`src/rtl/core/gmf_pkg.sv`:
```
`timescale 1ns / 1ps
// ----------------------------------------------------------------------------
// gmf_pkg: shared definitions for the grid local maximum finder
// Sizes, sample and line-buffer word types, register indexes, result order.
// ----------------------------------------------------------------------------
package gmf_pkg;

    // Grid limits
    localparam int MAX_ROWS = 1024;
    localparam int MAX_COLS = 1024;

    // Counter widths and widths that hold a size up to the limit
    localparam int ROW_W   = (MAX_ROWS > 1) ? $clog2(MAX_ROWS) : 1;
    localparam int COL_W   = (MAX_COLS > 1) ? $clog2(MAX_COLS) : 1;
    localparam int RSIZE_W = $clog2(MAX_ROWS + 1);
    localparam int CSIZE_W = $clog2(MAX_COLS + 1);

    // Fixed field widths
    localparam int DATA_W    = 32;
    localparam int POS_W     = 10;
    localparam int CFG_W     = 11;
    localparam int CFG_IDX_W = 1;

    // Register indexes
    localparam logic [CFG_IDX_W-1:0] CFG_GRID_ROWS = 1'b0;
    localparam logic [CFG_IDX_W-1:0] CFG_GRID_COLS = 1'b1;

    // Result order within one sample: bit positions in the hit vector
    localparam int RES_ABOVE = 0;
    localparam int RES_LEFT  = 1;
    localparam int RES_SELF  = 2;
    localparam int NUM_RES   = 3;

    typedef logic signed [DATA_W-1:0] t_sample;

    // One line-buffer column: the previous row and the row before it
    typedef struct packed {
        logic signed [DATA_W-1:0] newer;
        logic signed [DATA_W-1:0] older;
    } t_col_pair;

    // Everything the peak comparators look at for one sample
    typedef struct packed {
        t_col_pair                sample_col;
        t_col_pair                left_col;
        t_col_pair                right_col;
        logic signed [DATA_W-1:0] sample;
        logic signed [DATA_W-1:0] prev0;
        logic signed [DATA_W-1:0] prev1;
        logic                     has_r1;
        logic                     has_r2;
        logic                     has_c1;
        logic                     has_c2;
        logic                     last_row;
        logic                     last_col;
    } t_eval_in;

    // Which of the three candidate cells are peaks (MSB first: self, left, above)
    typedef struct packed {
        logic self_hit;
        logic left_hit;
        logic above_hit;
    } t_peak_hits;

    // Map a written row count onto 1..MAX_ROWS
    function automatic logic [RSIZE_W-1:0] clamp_rows(input logic [CFG_W-1:0] v);
        logic [RSIZE_W-1:0] res;
        if (v == '0) begin
            res = RSIZE_W'(1);
        end else if (32'(v) > 32'(MAX_ROWS)) begin
            res = RSIZE_W'(MAX_ROWS);
        end else begin
            res = RSIZE_W'(v);
        end
        return res;
    endfunction

    // Map a written column count onto 1..MAX_COLS
    function automatic logic [CSIZE_W-1:0] clamp_cols(input logic [CFG_W-1:0] v);
        logic [CSIZE_W-1:0] res;
        if (v == '0) begin
            res = CSIZE_W'(1);
        end else if (32'(v) > 32'(MAX_COLS)) begin
            res = CSIZE_W'(MAX_COLS);
        end else begin
            res = CSIZE_W'(v);
        end
        return res;
    endfunction

endpackage

```
`src/rtl/core/gmf_peak_eval.sv`:
```
`timescale 1ns / 1ps
// ----------------------------------------------------------------------------
// gmf_peak_eval: four-neighbour peak comparators
// Decides the cell above the new sample, the cell to its left (last row)
// and the new sample's own cell (final sample), ignoring off-grid neighbours.
// ----------------------------------------------------------------------------
module gmf_peak_eval (
    input  gmf_pkg::t_eval_in   i_eval,
    output gmf_pkg::t_peak_hits o_hits
);

    logic signed [gmf_pkg::DATA_W-1:0] above_ctr;
    logic signed [gmf_pkg::DATA_W-1:0] left_ctr;
    logic signed [gmf_pkg::DATA_W-1:0] self_ctr;

    assign above_ctr = $signed(i_eval.sample_col.newer);
    assign left_ctr  = $signed(i_eval.prev0);
    assign self_ctr  = $signed(i_eval.sample);

    // Cell one row up: needs the new sample below it and the right neighbour
    assign o_hits.above_hit = i_eval.has_r1
        && (!i_eval.has_r2   || above_ctr > $signed(i_eval.sample_col.older))
        && (!i_eval.has_c1   || above_ctr > $signed(i_eval.left_col.newer))
        && (i_eval.last_col  || above_ctr > $signed(i_eval.right_col.newer))
        && (above_ctr > self_ctr);

    // Cell to the left on the last row: the new sample is its right neighbour
    assign o_hits.left_hit = i_eval.last_row && i_eval.has_c1
        && (!i_eval.has_r1 || left_ctr > $signed(i_eval.left_col.newer))
        && (!i_eval.has_c2 || left_ctr > $signed(i_eval.prev1))
        && (left_ctr > self_ctr);

    // Final cell of the grid
    assign o_hits.self_hit = i_eval.last_row && i_eval.last_col
        && (!i_eval.has_r1 || self_ctr > $signed(i_eval.sample_col.newer))
        && (!i_eval.has_c1 || self_ctr > left_ctr);

endmodule

```
`config.mk`:
```
export PLATFORM = sky130hd
export DESIGN_NAME = gmf_peak_eval
export DESIGN_NICKNAME = d
export VERILOG_FILES = /design/src/rtl/core/gmf_pkg.sv /design/src/rtl/core/gmf_peak_eval.sv
export SDC_FILE = /design/constraint.sdc
export NUM_CORES = 1
export LEC_CHECK = 0
export BUFFER_PORTS_ARGS = -buffer_cell sky130_fd_sc_hd__buf_2
export CAP_MARGIN = 20
export CORE_MARGIN = 2
export CORE_UTILIZATION = 44
export DETAILED_ROUTE_END_ITERATION = 8
export PLACE_DENSITY = 0.83
export SETUP_SLACK_MARGIN = 0.4
export SYNTH_ARGS = -nofsm -noshare
export SYNTH_HDL_FRONTEND = slang
export SYNTH_SLANG_ARGS = --single-unit
```
`constraint.sdc`:
```
create_clock -name vclk -period 3
set_input_delay 0.6 -clock vclk [all_inputs]
set_output_delay 0.6 -clock vclk [all_outputs]
set_load 0.02 [all_outputs]
```
* Word level (Yosys, flattened, before mapping) *
Cells that the tools add are included.

storage, ports and cells
  register bits after elaboration = 0
  input port bits = 294
  output and inout port bits = 3
  logic and storage cells = 31

operators by class
  magnitude comparators = 9
  reductions and logical operators = 22

operators by type and width
  kind                 number
  $gt A32 B32 Y1       9
  $logic_and A1 B1 Y1  11
  $logic_or A1 B1 Y1   7
  $logic_not A1 Y1     4

* Longest topological paths before layout *
Gate-level depths: netlist of run 1.

  depth in word-level cells = 6
  mapped depth = 10
  depth with buffers taken out = 10

* Worst setup path after synthesis of run 1 *
No wires, ideal clock.

  path kind = in2out
  start = input i_eval[39] (netlist name)
  end = output o_hits[1] (netlist name)
  arrival time = 2.754 ns
  data required time = 2.400 ns
  setup slack = -0.354 ns
  stages on the path = 10
  path buffers = 0
  cells stage by stage = inv_1 > ha_1 > nor2b_1 > o211ai_1 > a21oi_2 > or4b_1 > a21oi_2 > mux2i_1 > nand2_1 > a2111oi_2

RTL lines
  what         RTL line            source
  from (decl)  gmf_peak_eval.sv:8  input gmf_pkg::t_eval_in i_eval,
  to (decl)    gmf_peak_eval.sv:9  output gmf_pkg::t_peak_hits o_hits

==> metrics, run 1 <==
delay-heaviest family, CP=compound AO/OA/AOI/OAI gates; Net Sw Power=570 uW; Pre-antenna DRT Iters=4; Synth cell types=48; Power Density=138 nW/um^2; Core Box Area=12600 um^2; part of the cycle the worst path needs=116%; drc violations=0; post-synthesis sequential area ratio=0%; DRT Wirelength=19.7 mm; WL/cell=15.0 um; GRT Total Usage=27.1%; worst path arrival time=2890 ps; Mapped Cells=771; WP data required=2400 ps; final hold viol count=0; Synth Area in XOR/XNOR=0.468%; Setup-failing EPs final=3; adder-cell share of the synthesized area=49.9%; Synth Area in Compound Gates=19.1%; pre-CTS WS=-553 ps; synthesis-to-finish area growth=51.2%; crit path cell chain=buf_4 > inv_2 > ha_4 > a21oi_1 > o21a_1 > nor3_1 > or4b_4 > a21oi_2 > mux2i_1 > nand2_1 > a2111oi_4 > buf_4; CP Max Fanout=3; final layout net count=1657; I/O pins=297; Die W=117 um; hpwl dp=17.4 mm; die footprint=13700 um^2; combinational group share of total power=100.0%; num sequential=0; vias in the first global route=6832; Int Pwr=599 uW; first-pass GRT wire length=29.7 mm; status=finished with violations; final worst slack=-487 ps; number of fillers in the final layout=1031; clock power share=0%; MaxCap Viol Count=0; syn_nets=1289; P_leak=0.00510 uW; Post-DP Area=8080 um^2; Worst path most repeated cell=buf_4; Post-CTS Hold Fix Bufs=0; worst slew pin tran=468 ps; Worst slew margin=68.6%; fmax=287 MHz; input/output buffers=233; sequential share of power=0%; Synth Cell Area=5620 um^2; Die H=117 um; average via count per standard cell=5.24; antenna violations before repair=1; 1st-iter DRT viols=238; CP Capture Type=output port; Critical Path Max Stage Delay=550 ps; most common cell after layout, fill and taps aside=buf_2; final instance area=8500 um^2; CP Class=input port to output port; maximum vdd drop=79.7 uV; vias=6864; Syn. warnings=0; RSZ-0062 raised after global routing=true; register area=0 um^2; Startpoint Class=input port; Slew Viols, Final=0; Detail Route Antenna Nets=0; Tmin final=3490 ps; row cnt=41; Mapped Avg Cell Area=7.29 um^2; mux contribution to synthesized area=0.534%; GP Congestion=0.933; largest family of logic cells by synthesized area=adder cells; failing checks=negative setup slack; Starting Density=44.7%; grt total ovfl=0; most frequent cells in the layout=213 x buf_2, 207 x ha_1, 182 x inv_1, 138 x buf_4, 81 x a21oi_1; clock buf count=0; Post-Synth Simple-Gate Area=17.0%; largest net degree at the start of global routing=6; worst hold path type=input port to output port; Buf+Inv Stages, Crit Path=3; switching share of power=48.7%; share of layout cells above drive strength 1=37.6%; Crit-path slowest cell=or4b_4
-- final cells by class --
| cell class | instances | area (um^2) | share of cell area, % |
|---|---|---|---|
| multi-input cells | 577 | 5250 | 61.7 |
| repair buffers | 366 | 2280 | 26.9 |
| inverters | 194 | 751 | 8.84 |
| well taps | 172 | 215 | 2.53 |
| diodes | 1 | 2.50 | 0.0295 |
-- per-stage QoR --
stage	TNS (ps)	hold slack [ps]	util, %	power [uW]	instances
floorplan	-160	1260	-	561	771
global placement	-1430	1610	64.3	1040	1304
detailed placement	-1540	1610	64.3	1080	1304
CTS	-1160	1590	67.0	1140	1307
global route	-1590	1590	67.6	1310	1310
finish	-1330	1590	67.6	1170	1310
-- power by group through the flow --
stage | combinational, uW | sequential, uW | clock [uW]
after floorplan | 561 | 0 | 0
after global placement | 1040 | 0 | 0
after detailed placement | 1080 | 0 | 0
after CTS | 1140 | 0 | 0
after global routing | 1310 | 0 | 0.0000446
final | 1170 | 0 | 0.0000447
-- routing by layer --
layer / global-route usage, % / vias to the layer above / routed length, um
li1: - / 3500 / -
met1: 29.0 / 3034 / 7730
met4: 7.69 / 0 / 646
met5: 0 / - / 0
met3: 3.91 / 50 / 1410
met2: 54.5 / 280 / 9860
-- what timing repair did --
item / CTS / global route
endpoints found under the setup margin: 3 / 3
endpoints found under the hold margin: 0 / 0
resized for setup: 67 / 14
buffers inserted: 3 / 2
pin swaps: 14 / 7
-- logic make-up after synthesis --
family | Yosys count
buffers and inverters | 194
XOR/XNOR | 3
adder cells (fa/ha/maj) | 224
multiplexers | 3
AND/OR/NAND/NOR | 174
AO/OA/AOI/OAI | 173
-- Yosys cell counts, types with 4 or more instances --
cell type | instances | area, um^2
ha_1 | 224 | 2800
inv_1 | 194 | 728
a21oi_1 | 87 | 435
nand2_1 | 46 | 173
nand4_1 | 43 | 269
nand3_1 | 31 | 155
a21o_1 | 19 | 143
o21ai_0 | 17 | 85.1
nor3_1 | 11 | 55.1
nor2_1 | 9 | 33.8
o211ai_1 | 9 | 67.6
nor2b_1 | 8 | 50.1
a211oi_1 | 7 | 52.6
and4_1 | 6 | 52.6
a21boi_0 | 5 | 37.5
a221oi_1 | 5 | 43.8
a221o_1 | 4 | 40.0
nor4_1 | 4 | 25.0
-- final timing paths --
check	cells after the start	startpoint	to	slack (ps)
max	12	i_eval[43]	o_hits[1]	-490
min	3	i_eval[3]	o_hits[0]	1590
No activity file was read; power rests on OpenSTA's default activity.
==> run 2, diff against run 1 <==
--- a/config.mk
+++ b/config.mk
@@ -7,7 +7,6 @@
 export LEC_CHECK = 0
 export BUFFER_PORTS_ARGS = -buffer_cell sky130_fd_sc_hd__buf_2
 export CAP_MARGIN = 20
-export CORE_MARGIN = 2
 export CORE_UTILIZATION = 44
 export DETAILED_ROUTE_END_ITERATION = 8
 export PLACE_DENSITY = 0.83
==> run 2 against run 1 <==
Net effect: the run still ends with negative setup slack left; critical path depth did not move; via count decreased by 0.17%; die area decreased by 3.4%; first-iteration DRC count decreased by 5.5%; design area grew 2.0%; largest power group unchanged; setup slack better by 39 ps; maximum frequency grew 1.1%; worst hold slack worse by 2.0 ps; global-route usage rose by 1.8 points; sequential share of layout area unchanged; combinational power hardly changed; clock-buffer cell count unchanged.
==> metrics, run 2 (same netlist as run 1, synthesis figures left out) <==
crit path cell chain=buf_2 > inv_1 > ha_1 > nand4_1 > or4_4 > a21oi_2 > or4b_4 > a21oi_2 > mux2i_1 > nand2_1 > a2111oi_4 > buf_4; combinational group share of total power=100.0%; share of layout cells above drive strength 1=39.5%; GR met1 Demand/Resource=31.1%; final worst slack=-448 ps; Int Pwr=616 uW; most common cell after layout, fill and taps aside=buf_2; DRT Wirelength=19.8 mm; clock power share=0%; final layout net count=1655; worst hold path type=input port to output port; Setup-failing EPs final=3; part of the cycle the worst path needs=115%; met3 GRT Util=3.58%; clock buf count=0; average via count per standard cell=5.26; Critical Path Max Stage Delay=530 ps; failing checks=negative setup slack; Startpoint Class=input port; WL/cell=15.2 um; Buf+Inv Stages, Crit Path=3; I/O pins=297; Die W=115 um; vias in the first global route=6798; MaxCap Viol Count=0; final design utilization=71.0%; P_leak=0.00509 uW; worst path arrival time=2850 ps; Detail Route Antenna Nets=0; row cnt=40; Pre-antenna DRT Iters=4; Die H=115 um; Core Box Area=12200 um^2; status=finished with violations; Antenna Cells=0; vias=6852; antenna violations before repair=2; Starting Density=46.0%; fmax=290 MHz; Worst path most repeated cell=a21oi_2; GRT Total Usage=29.0%; maximum vdd drop=84.6 uV; Power Density=139 nW/um^2; Worst slew margin=76.7%; register area=0 um^2; layer with the highest usage=met2; GP Congestion=0.921; first-pass GRT wire length=30.4 mm; num sequential=0; CP Class=input port to output port; Tmin final=3450 ps; Crit-path slowest cell=or4b_4; hpwl dp=17.2 mm; CP Max Fanout=3; synthesis-to-finish area growth=54.2%; number of fillers in the final layout=1003; sequential share of power=0%; RSZ-0062 raised after global routing=true; input/output buffers=233; CP Capture Type=output port; met2 usage=59.7%; worst slew pin tran=345 ps; delay-heaviest family, CP=simple AND/OR/NAND/NOR gates; most frequent cells in the layout=208 x buf_2, 193 x ha_1, 174 x inv_1, 141 x buf_4, 78 x a21oi_1; footprint of the multi-input gates=5420 um^2; Slew Viols, Final=0; pre-CTS WS=-539 ps; Net Sw Power=585 uW; switching share of power=48.7%; largest net degree at the start of global routing=6; final hold viol count=0; grt total ovfl=0; drc violations=0; WP data required=2400 ps; die footprint=13200 um^2; 1st-iter DRT viols=225
[run 2: cell types whose count changed in the layout (fill, tap and decap cells not counted), moves of 5 or more]
cell   change
ha_4      +14
ha_1      -14
buf_2      -5
inv_1      -8
inv_2      +5
[run 2: repair_timing]
item / 4_1_cts / 5_1_grt
resized for setup: 65 / 55
hold buffers: 0 / 0
setup endpoints to repair: 3 / 3
buffers inserted: 3 / 2
pin swaps: 33 / 22
[run 2: through the flow]
step                std cells  hold slack [ps]  instance area [um^2]  power (uW)  TNS [ps]
CTS                      1301             1590                  8410        1140     -1080
finish                   1303             1580                  8670        1200     -1140
global placement         1298             1610                  8060        1040     -1290
floorplan                 771             1260                  5740         561      -160
detailed placement       1298             1610                  8060        1080     -1430
global route             1303             1590                  8670        1340     -1480
[run 2: path summary, 6_finish.rpt]
path | endpoint | start | cells past startpoint
worst max-delay path | o_hits[1] | i_eval[46] | 12
worst min-delay path | o_hits[0] | i_eval[3] | 3
[run 2: metal layers]
metal  vias to the layer above  wire, um  part of all wire, %
met5                         -        26                 0.13
met4                         4       455                  2.3
met3                        48      1110                  5.6
met2                       247     10300                   52
met1                      3054      7870                   40
li1                       3499         -                    -
[run 2: cell type report]
class / instances / share of cell area [%]
inverters: 194 / 8.75
multi-input cells: 577 / 62.5
well taps: 168 / 2.43
repair buffers: 364 / 26.3
[run 2: power groups by stage]
| stage | Clock, uW | Sequential (uW) | Combinational, uW |
|---|---|---|---|
| 6_report | 0 | 0 | 1200 |
| 4_1_cts | 0 | 0 | 1140 |
| 3_5_place_dp | 0 | 0 | 1080 |
| 5_1_grt | 0 | 0 | 1340 |
| 3_3_place_gp | 0 | 0 | 1040 |
| 2_1_floorplan | 0 | 0 | 561 |
